[src/sv/tss_pkg.sv]
// Package with widths and the pipeline payload types for the triangle scanline span block.
`timescale 1ns / 1ps
package tss_pkg;
   localparam int COORD_BITS = 10;
   localparam int COLOR_BITS = 32;
   localparam int PROD_BITS = 2 * COORD_BITS + 1;
   localparam int QUOT_BITS = COORD_BITS + 1;
   localparam int DIV_STEPS = COORD_BITS;
   localparam int PIPE_STAGES = DIV_STEPS + 3;
   localparam int SPAN_Y_BITS = COORD_BITS + 1;
   localparam int IN_BITS = 7 * COORD_BITS + COLOR_BITS;
   localparam int IN_BYTES = (IN_BITS + 7) / 8;
   localparam int OUT_BITS = SPAN_Y_BITS + 2 * COORD_BITS + COLOR_BITS;
   localparam int OUT_BYTES = (OUT_BITS + 7) / 8;

   typedef logic [COORD_BITS-1:0] coord_type;

   typedef struct packed {
      logic [COORD_BITS-1:0] mag;
      logic                  neg;
   } sdiff_type;

   // One long division in flight: remainder, partial quotient and remaining dividend bits.
   typedef struct packed {
      logic [PROD_BITS-1:0]  num;
      logic [COORD_BITS-1:0] den;
      logic [COORD_BITS:0]   rem;
      logic                  neg;
      coord_type             base;
   } div_type;

   typedef struct packed {
      logic                   ok;
      logic [SPAN_Y_BITS-1:0] y;
      logic [COLOR_BITS-1:0]  color;
   } side_type;
endpackage

[src/sv/triangle_scanline_span_top.sv]
// Top level of the triangle scanline span block: sort, multiply, long division pipeline.
//
//  channel | direction | tdata (low bit first)                            | tuser
//  req_    | in        | x_a y_a x_b y_b x_c y_c row fill_color           | none
//  rsp_    | out       | span_y span_start span_end span_color            | span_valid
//
// One transfer may enter every cycle while rsp_ is not stalled. There are DIV_STEPS + 3
// register stages: sort, multiply, one restoring divider stage per quotient bit, and the
// output register.
// Reset clears only the stage valid bits; no memory needs clearing.
// A stall on rsp_ freezes every stage at once, so nothing is lost or repeated.
`timescale 1ns / 1ps
module triangle_scanline_span_top (
   input  logic                            clock,
   input  logic                            reset,
   input  logic                            req_tvalid,
   output logic                            req_tready,
   // x_a, y_a, x_b, y_b, x_c, y_c, row, fill_color, zero fill
   input  logic [tss_pkg::IN_BYTES*8-1:0]  req_tdata,
   output logic                            rsp_tvalid,
   input  logic                            rsp_tready,
   // span_y, span_start, span_end, span_color, zero fill
   output logic [tss_pkg::OUT_BYTES*8-1:0] rsp_tdata,
   // span_valid
   output logic                            rsp_tuser
);
   import tss_pkg::*;

   logic advance;
   logic [PIPE_STAGES-1:0] valid_ff, valid_in;

   // Stage 1: sort and differences.
   coord_type x0, y0, x1, y1, x2, y2, rw, t;
   logic flat_w;
   always_comb begin
      t  = '0;
      x0 = req_tdata[0*COORD_BITS +: COORD_BITS];
      y0 = req_tdata[1*COORD_BITS +: COORD_BITS];
      x1 = req_tdata[2*COORD_BITS +: COORD_BITS];
      y1 = req_tdata[3*COORD_BITS +: COORD_BITS];
      x2 = req_tdata[4*COORD_BITS +: COORD_BITS];
      y2 = req_tdata[5*COORD_BITS +: COORD_BITS];
      rw = req_tdata[6*COORD_BITS +: COORD_BITS];
      flat_w = (y0 == y1) && (y0 == y2);
      if (y0 > y1) begin
         t = x0; x0 = x1; x1 = t; t = y0; y0 = y1; y1 = t;
      end
      if (y0 > y2) begin
         t = x0; x0 = x2; x2 = t; t = y0; y0 = y2; y2 = t;
      end
      if (y1 > y2) begin
         t = x1; x1 = x2; x2 = t; t = y1; y1 = y2; y2 = t;
      end
   end

   coord_type s1_x0_ff, s1_x1_ff, s1_x2_ff, s1_row_ff, s1_tot_ff, s1_lh_ff, s1_uh_ff;
   coord_type s1_y0_ff;
   logic      s1_flat_ff;
   logic [COLOR_BITS-1:0] s1_col_ff;
   always_ff @(posedge clock) begin
      if (advance) begin
         s1_x0_ff   <= x0;
         s1_x1_ff   <= x1;
         s1_x2_ff   <= x2;
         s1_y0_ff   <= y0;
         s1_row_ff  <= rw;
         s1_tot_ff  <= y2 - y0;
         s1_lh_ff   <= y1 - y0;
         s1_uh_ff   <= y2 - y1;
         s1_flat_ff <= flat_w;
         s1_col_ff  <= req_tdata[7*COORD_BITS +: COLOR_BITS];
      end
   end

   // Stage 2: multiplications, setting up both divisions.
   logic upper_w;
   sdiff_type da_w, db_w;
   coord_type nb_w;
   logic [PROD_BITS-1:0] pa_w, pb_w;
   div_type a2_in, b2_in;
   side_type sd2_in;
   always_comb begin
      upper_w = (s1_row_ff > s1_lh_ff) || (s1_lh_ff == '0);
      da_w.neg = s1_x2_ff < s1_x0_ff;
      da_w.mag = da_w.neg ? s1_x0_ff - s1_x2_ff : s1_x2_ff - s1_x0_ff;
      if (upper_w) begin
         db_w.neg = s1_x2_ff < s1_x1_ff;
         db_w.mag = db_w.neg ? s1_x1_ff - s1_x2_ff : s1_x2_ff - s1_x1_ff;
         nb_w = s1_row_ff - s1_lh_ff;
      end else begin
         db_w.neg = s1_x1_ff < s1_x0_ff;
         db_w.mag = db_w.neg ? s1_x0_ff - s1_x1_ff : s1_x1_ff - s1_x0_ff;
         nb_w = s1_row_ff;
      end
      pa_w = PROD_BITS'(da_w.mag) * PROD_BITS'(s1_row_ff);
      pb_w = PROD_BITS'(db_w.mag) * PROD_BITS'(nb_w);
      a2_in = '{num: pa_w, den: s1_tot_ff, rem: '0, neg: da_w.neg, base: s1_x0_ff};
      b2_in = '{num: pb_w, den: (upper_w ? s1_uh_ff : s1_lh_ff), rem: '0,
                neg: db_w.neg, base: (upper_w ? s1_x1_ff : s1_x0_ff)};
      sd2_in.ok = !s1_flat_ff && (s1_row_ff < s1_tot_ff);
      sd2_in.y = SPAN_Y_BITS'(s1_y0_ff) + SPAN_Y_BITS'(s1_row_ff);
      sd2_in.color = s1_col_ff;
   end

   // Division stages, one quotient bit each; the quotient shifts into num.
   div_type  da_ff [DIV_STEPS+1];
   div_type  db_ff [DIV_STEPS+1];
   side_type sd_ff [DIV_STEPS+1];

   function automatic div_type div_step(div_type d);
      div_type r;
      logic [COORD_BITS+1:0] tr;
      r = d;
      tr = {d.rem, d.num[PROD_BITS-1]};
      r.num = {d.num[PROD_BITS-2:0], 1'b0};
      if (tr >= {2'b00, d.den}) begin
         tr = tr - {2'b00, d.den};
         r.num[0] = 1'b1;
      end
      r.rem = tr[COORD_BITS:0];
      return r;
   endfunction

   // The quotient fits COORD_BITS bits, so the top product bits are below the divisor
   // and seed the remainder directly.
   div_type a_seed, b_seed;
   always_comb begin
      a_seed = a2_in;
      b_seed = b2_in;
      a_seed.rem = a2_in.num[PROD_BITS-1 -: QUOT_BITS];
      a_seed.num = {a2_in.num[PROD_BITS-QUOT_BITS-1:0], QUOT_BITS'(0)};
      b_seed.rem = b2_in.num[PROD_BITS-1 -: QUOT_BITS];
      b_seed.num = {b2_in.num[PROD_BITS-QUOT_BITS-1:0], QUOT_BITS'(0)};
   end

   always_ff @(posedge clock) begin
      if (advance) begin
         da_ff[0] <= a_seed;
         db_ff[0] <= b_seed;
         sd_ff[0] <= sd2_in;
         for (int k = 1; k <= DIV_STEPS; k++) begin
            da_ff[k] <= div_step(da_ff[k-1]);
            db_ff[k] <= div_step(db_ff[k-1]);
            sd_ff[k] <= sd_ff[k-1];
         end
      end
   end

   // Final stage: apply sign, add base, order the ends; zero data if no span.
   coord_type qa, qb, av, bv;
   logic [OUT_BITS-1:0] od_in, od_ff;
   logic ou_in, ou_ff;
   always_comb begin
      qa = da_ff[DIV_STEPS].num[COORD_BITS-1:0];
      qb = db_ff[DIV_STEPS].num[COORD_BITS-1:0];
      av = da_ff[DIV_STEPS].neg ? da_ff[DIV_STEPS].base - qa : da_ff[DIV_STEPS].base + qa;
      bv = db_ff[DIV_STEPS].neg ? db_ff[DIV_STEPS].base - qb : db_ff[DIV_STEPS].base + qb;
      if (!sd_ff[DIV_STEPS].ok) begin
         od_in = '0;
         ou_in = 1'b0;
      end else begin
         od_in = (av > bv) ?
                 {sd_ff[DIV_STEPS].color, av, bv, sd_ff[DIV_STEPS].y} :
                 {sd_ff[DIV_STEPS].color, bv, av, sd_ff[DIV_STEPS].y};
         ou_in = 1'b1;
      end
   end

   always_ff @(posedge clock) begin
      if (advance) begin
         od_ff <= od_in;
         ou_ff <= ou_in;
      end
   end

   always_comb begin
      valid_in = {valid_ff[PIPE_STAGES-2:0], req_tvalid};
   end

   always_ff @(posedge clock) begin
      if (reset) begin
         valid_ff <= '0;
      end else if (advance) begin
         valid_ff <= valid_in;
      end
   end

   assign advance    = rsp_tready || !valid_ff[PIPE_STAGES-1];
   assign req_tready = advance;
   assign rsp_tvalid = valid_ff[PIPE_STAGES-1];
   assign rsp_tdata  = {{(OUT_BYTES*8-OUT_BITS){1'b0}}, od_ff};
   assign rsp_tuser  = ou_ff;

   a_stall_holds: assert property (@(posedge clock) disable iff (reset)
      !advance |=> $stable(valid_ff))
      else $error("pipeline moved during stall");
   a_invalid_zero: assert property (@(posedge clock) disable iff (reset)
      (rsp_tvalid && !rsp_tuser) |-> (rsp_tdata == '0))
      else $error("invalid span carries data");
   a_span_order: assert property (@(posedge clock) disable iff (reset)
      rsp_tvalid |-> (rsp_tdata[SPAN_Y_BITS+COORD_BITS +: COORD_BITS] >=
                      rsp_tdata[SPAN_Y_BITS +: COORD_BITS]))
      else $error("span ends out of order");
endmodule
[config.mk]
export PLATFORM = sky130hd
export DESIGN_NAME = triangle_scanline_span_top
export DESIGN_NICKNAME = d
export VERILOG_FILES = /design/src/sv/tss_pkg.sv /design/src/sv/triangle_scanline_span_top.sv
export SDC_FILE = /design/constraint.sdc
export NUM_CORES = 2
export LEC_CHECK = 0
export ABC_CLOCK_PERIOD_IN_PS = 57400
export BUFFER_PORTS_ARGS = -buffer_cell sky130_fd_sc_hd__buf_4
export CORE_UTILIZATION = 60
export CTS_CLUSTER_SIZE = 12
export DETAILED_ROUTE_END_ITERATION = 10
export PLACE_DENSITY_LB_ADDON = 0.15
export SKIP_CTS_REPAIR_TIMING = 1
export SLEW_MARGIN = 5
export SYNTH_ARGS = -nofsm -noshare
export SYNTH_HDL_FRONTEND = slang
export SYNTH_SLANG_ARGS = --single-unit
[constraint.sdc]
create_clock -name clock -period 57.4 [get_ports clock]
set_clock_uncertainty 0.15 [all_clocks]
set_input_delay 2.87 -clock clock [delete_from_list [all_inputs] [get_ports clock]]
set_output_delay 2.87 -clock clock [all_outputs]
set_load 0.1 [all_outputs]
# Word-level counts from Yosys, hierarchy flattened
# Memory sizes are Yosys's and may differ from the RTL's.
# Index checks and enable logic that the tools add are counted.
word_totals:
  reg_bits: 190
  latch_bits: 0
  mem_bits_rw: 1650
  romBits: 0
  inputBits: 108
  output_inout_bits: 67
  elab_cells: 196
  mem_count: 3
classes:
  n_addsub: 35
  mul: 2
  n_div: 0
  order_cmp: 29
  n_eq_ne: 2
  shifts: 0
  muxes: 105
  n_bitwise: 0
  n_reduce_logical: 7
mem_list:
  columns: ["name", "words", "width", "read_ports", "rd_clocked_by_memory_dff", "write_ports", "line_no", "text"]
  rows:
  - ["da_ff", 11, 53, 11, 0, 11, "triangle_scanline_span_top.sv:106", "div_type da_ff [DIV_STEPS+1];"]
  - ["db_ff", 11, 53, 11, 0, 11, "triangle_scanline_span_top.sv:107", "div_type db_ff [DIV_STEPS+1];"]
  - ["sd_ff", 11, 44, 11, 0, 11, "triangle_scanline_span_top.sv:108", "side_type sd_ff [DIV_STEPS+1];"]
op_table:
  columns: ["operator", "n"]
  rows:
  - ["$mux W11", 41]
  - ["$ge A12 B10 Y1", 20]
  - ["$sub A11 B10 Y11", 20]
  - ["$mux W10", 20]
  - ["$sub A10 B10 Y10", 12]
  - ["$gt A10 B10 Y1", 5]
  - ["$mux W1", 43]
  - ["$lt A10 B10 Y1", 4]
  - ["$mul A10 B10 Y20", 2]
  - ["$mux W31", 1]
  - ["$add A10 B10 Y10", 2]
  - ["$eq A10 B10 Y1", 2]
  - ["$add A10 B10 Y11", 1]
  - ["$logic_not A10 Y1", 1]
  - ["$logic_and A1 B1 Y1", 2]
  - ["$logic_not A1 Y1", 2]
  - ["$logic_or A1 B1 Y1", 2]

# Logic depth before layout (Yosys ltp)
logic_depth:
  word_depth: 7
  mapped_depth: 43
  depth_no_buf: 36

# Worst setup path before layout
# No wires, ideal clock.
synth_path:
  kind: "input port to output port"
  start: "input port rsp_tready"
  end: "output port req_tready"
  arrival_time_ns: 45.470
  required_time_ns: 54.380
  path_slack_ns: 8.910
  path_stages: 3
  n_path_buf: 1
  path_cell_list: "nor2b_1 inv_1 clkbuf_1"
synth_between:
  elab_chain_cells: 1
synth_lines:
  columns: ["element", "line_no", "text"]
  rows:
  - ["start: declaration", "triangle_scanline_span_top.sv:21", "input logic rsp_tready,"]
  - ["$logic_or A1 B1 Y1", "triangle_scanline_span_top.sv:188", "assign advance = rsp_tready || !valid_ff[PIPE_STAGES-1];"]
  - ["end: declaration", "triangle_scanline_span_top.sv:17", "output logic req_tready,"]
# No other way between the ends.

# Worst setup path after layout
layout_path:
  start: "input port req_tdata[35] (netlist name)"
  end: "register s1_lh_ff[9], data pin"
layout_between:
  elab_chain_cells: 7
  word_cells_on_any_way: 9
  classes_between: "1 x add/sub; 3 x order compare; 5 x mux"
layout_lines:
  columns: ["element", "line_no", "text"]
  rows:
  - ["start: declaration", "triangle_scanline_span_top.sv:19", "input logic [tss_pkg::IN_BYTES*8-1:0] req_tdata,"]
  - ["$gt A10 B10 Y1", "triangle_scanline_span_top.sv:45", "if (y0 > y1) begin"]
  - ["$mux W10", "triangle_scanline_span_top.sv:45", null]
  - ["$gt A10 B10 Y1", "triangle_scanline_span_top.sv:48", "if (y0 > y2) begin"]
  - ["$mux W10", "triangle_scanline_span_top.sv:48", null]
  - ["$gt A10 B10 Y1", "triangle_scanline_span_top.sv:51", "if (y1 > y2) begin"]
  - ["$mux W10", "triangle_scanline_span_top.sv:51", null]
  - ["$sub A10 B10 Y10 *", "triangle_scanline_span_top.sv:68", "s1_lh_ff <= y1 - y0;"]
  - ["end signal: assignment", "triangle_scanline_span_top.sv:68", null]
  - ["end: declaration", "triangle_scanline_span_top.sv:56", "coord_type s1_x0_ff, s1_x1_ff, s1_x2_ff, s1_row_ff, s1_tot_ff, s1_lh_ff, s1_uh_ff;"]
# Every way passes the cells marked *; elsewhere a longest branch is shown, timed or not.
# A chain may end at the register's enable or synchronous reset.

==> impl_metrics.toml <==
[cts]
cts_buffers = 159
clkSlewWorstSetupHoldPaths_ns = 0.06
clock_latency_ns = 0.77
cts_tree = "yes"
clockBufferDepth = 3
cts_max_level = 4
root_buffer = "clkbuf_16"
clock_sinks = 1554

[worst_setup_path]
cp.required_ns = 57.73
crit_start = "req_tdata[35]"
critPathMaxStageDelay_ns = 0.65
crit_path_frequent_cell = "o21ai_0"
worstReg2RegEnd = "db_ff[0][19]$_DFFE_PP_"
crit_path_end_kind = "flop"
path_class = "input pin to flop"
crit_cells = 38
r2r-start = "s1_row_ff[0]$_DFFE_PP_"
crit_family = "compound AO/OA/AOI/OAI gates"
rr_worst_depth = 35
r2r_slack_ns = 47.73
crit_buf_inv = 7
arrival_ns = 10.69
cpMaxStageDelayCell = "or2_2"
start_kind = "input pin"
crit_path_end = "s1_lh_ff[9]$_DFFE_PP_"
cp_max_fo = 39

[logic_synthesis]
synth_cells = 5292
ys_types = 83
synth-xor-area-share_pct = 3.53
synth_top_family_by_area = "adder cells"
syn_nets = 6030
synth-seq-area-share_pct = 64.2
ys_ff_latch = 1554
yosys_warnings = 0
ys_async_sr_fraction_pct = 0
syn_area_per_cell_um2 = 13.7
muxShareOfSynthArea_pct = 1.05
synth_compound_area_share_pct = 7.88
synth_fa_ha_area_share_pct = 12.5
synth-main-ff-cell = "edfxtp_1"
yosys.area_share.simple_pct = 7.30
synth_edf_count = 1541
netlist_area_um2 = 72500

[global_routing]
grt_pass1_vias = 39100
antenna_found_initial = 1
grt_overflow_total = 0
gr-usage-all-layers_pct = 20.5
grt_pass1_wl_um = 197000
grt_max_degree = 182

[placed_design]
io_buffers = 171
gp_congestion = 0.879
hpwl_um = 88700
placed_cells = 7013

[route]
final_antenna_net_count = 0
finalWirelength_um = 123000
first_pass_iters = 5
drc_errors = 0
drt-vias-per-instance = 5.39
first_iter_violations = 2317
wl_per_cell_um = 16.9
vias = 39100

[timing]
max_freq_mhz = 96.5
fin_crit_ns = 10.36
fin_tns_setup_ns = 0
finalCritPeriodShare_pct = 18.1
max_slew_margin_pct = 21.8
slew_violations = 0
finalSetupViolations = 0
worstMarginPinSlew_ns = 1.17
rsz0062_at_grt = "false"
hold_viol = 0

[die]
fp.dieW_um = 350
die_area_um2 = 122000
core_um2 = 120000
initial_core_util_pct = 60.5
num_rows = 127
num_io_pins = 175
die_h_um = 350

[final_layout]
multi_input_area_um2 = 23400
nets = 6300
drive_above_1_share_pct = 8.34
regArea_um2 = 46500
nFillCells = 8554
finalNonFillerCells = 7260
diodes = 0
syn_to_final_growth_pct = 10.8

[worst_hold_path]
hold_class = "flop to flop"

[run_status]
status = "finished, final reports clean"

[flow_run]
cap_violations = 0
[logic make-up after synthesis]
group                      Yosys count
AOI/OAI and AO/OA                  922
xor gates and xnor gates           291
adders and majority gates          630
buffers and inverters              680
DFF                               1554
muxes                               70
other                                1
and+or+nand+nor                   1144
[metrics by stage]
step                      instance area (um2)  utilization, %  hold WS (ns)  setup slack [ns]
after CTS                               80300            67.0         0.249             47.13
after global placement                  75700            63.2         0.250             46.41
after detailed placement                75700            63.2         0.255             46.27
after global routing                    80300            67.0         0.262             46.40
final                                   80300            67.0         0.248             47.04
after floorplan                         72500               -         0.250              8.91
[placed cells by master (no fill, tap or decap), types with 13 or more instances in the layout]
master	Yosys	routed
edfxtp_1	1541	1541
inv_1	577	576
ha_1	476	476
nand2_1	381	381
nor2_1	359	359
a21oi_1	332	332
xnor2_1	236	236
buf_4	3	209
o21ai_0	166	166
clkbuf_16	0	163
fa_1	154	154
a21o_1	151	151
and2_1	98	98
nor2b_1	77	77
a21boi_0	70	70
xor2_1	54	54
nand2b_1	51	51
nand4_1	48	48
nor3_1	46	46
mux2_2	44	44
clkbuf_1	78	37
nand3_1	29	29
o22ai_1	29	29
o21bai_1	27	27
mux2i_1	25	25
o21ai_1	23	22
clkinv_1	0	21
a31oi_1	20	20
o21a_1	16	16
dfxtp_1	13	13
[worst register-to-register path, delay by kind of cell, from the launching register on]
kind / cells / cell delay, ns
flops: 1 / 0.70
buf+inv: 6 / 0.87
compound gates: 15 / 3.37
xor+xnor: 1 / 0.09
fa+ha+maj: 8 / 2.99
simple gates: 5 / 1.28
[synthesized netlist by cell type, drive strengths merged (16+ instances only)]
library cell	number	area share (%)
clkbuf	78	0.40
edfxtp	1541	64
mux2	44	0.68
nor2	361	1.9
a21o	151	1.6
o21bai	27	0.28
and2	98	0.85
nand2b	51	0.44
nor3	46	0.32
fa	154	4.3
xnor2	237	2.9
a31oi	20	0.17
nor2b	77	0.66
o22ai	29	0.25
nand4	48	0.41
ha	476	8.2
a21boi	72	0.75
nand3	29	0.20
o21ai	193	1.4
buf	23	0.16
mux2i	26	0.36
nand2	381	2.0
inv	579	3.0
o21a	16	0.17
xor2	54	0.65
a21oi	334	2.3
[flip-flops by register name, summed over array words and instances, names as in the netlist]
name,count
s1_y0_ff,10
s1_row_ff,10
db_ff,440
s1_x0_ff,10
od_ff,63
s1_tot_ff,10
da_ff,440
s1_lh_ff,10
valid_ff,13
sd_ff,484
rsp_tuser,1
s1_col_ff,32
s1_x1_ff,10
s1_flat_ff,1
s1_x2_ff,10
s1_uh_ff,10
[worst min-delay path by stage]
stage	startpoint	end	slack, ns	cells after the start
finish	db_ff[7][4]$_DFFE_PP_	db_ff[8][4]$_DFFE_PP_	0.25	0
global route	db_ff[8][3]$_DFFE_PP_	db_ff[9][3]$_DFFE_PP_	0.26	0
CTS	db_ff[7][4]$_DFFE_PP_	db_ff[8][4]$_DFFE_PP_	0.25	0
detailed placement	da_ff[9][40]$_DFFE_PP_	da_ff[10][41]$_DFFE_PP_	0.25	0
global placement	sd_ff[6][27]$_DFFE_PP_	sd_ff[7][27]$_DFFE_PP_	0.25	0
floorplan	da_ff[9][0]$_DFFE_PP_	da_ff[10][0]$_DFFE_PP_	0.25	0
[routing by layer]
layer	routed length, um	up-vias	GRT usage (%)	part of all wire, %
met5	19	-	0	0.015
met4	4370	2	8.62	3.6
met3	4540	225	3.10	3.7
met2	63000	678	36.4	51
met1	51100	18800	24.9	42
li1	-	19400	-	-
[final cells by class]
class | instances | share of cell area [%]
Multi-Input combinational cell | 3058 | 29.1
Clock buffer | 200 | 5.25
Clock inverter | 47 | 0.505
Tap cell | 1612 | 2.51
Inverter | 579 | 2.72
Timing Repair Buffer | 210 | 1.98
Sequential cell | 1554 | 57.9
Power is not shown: default switching activity piles up to over one toggle a cycle in this logic, so the estimate is an artifact.
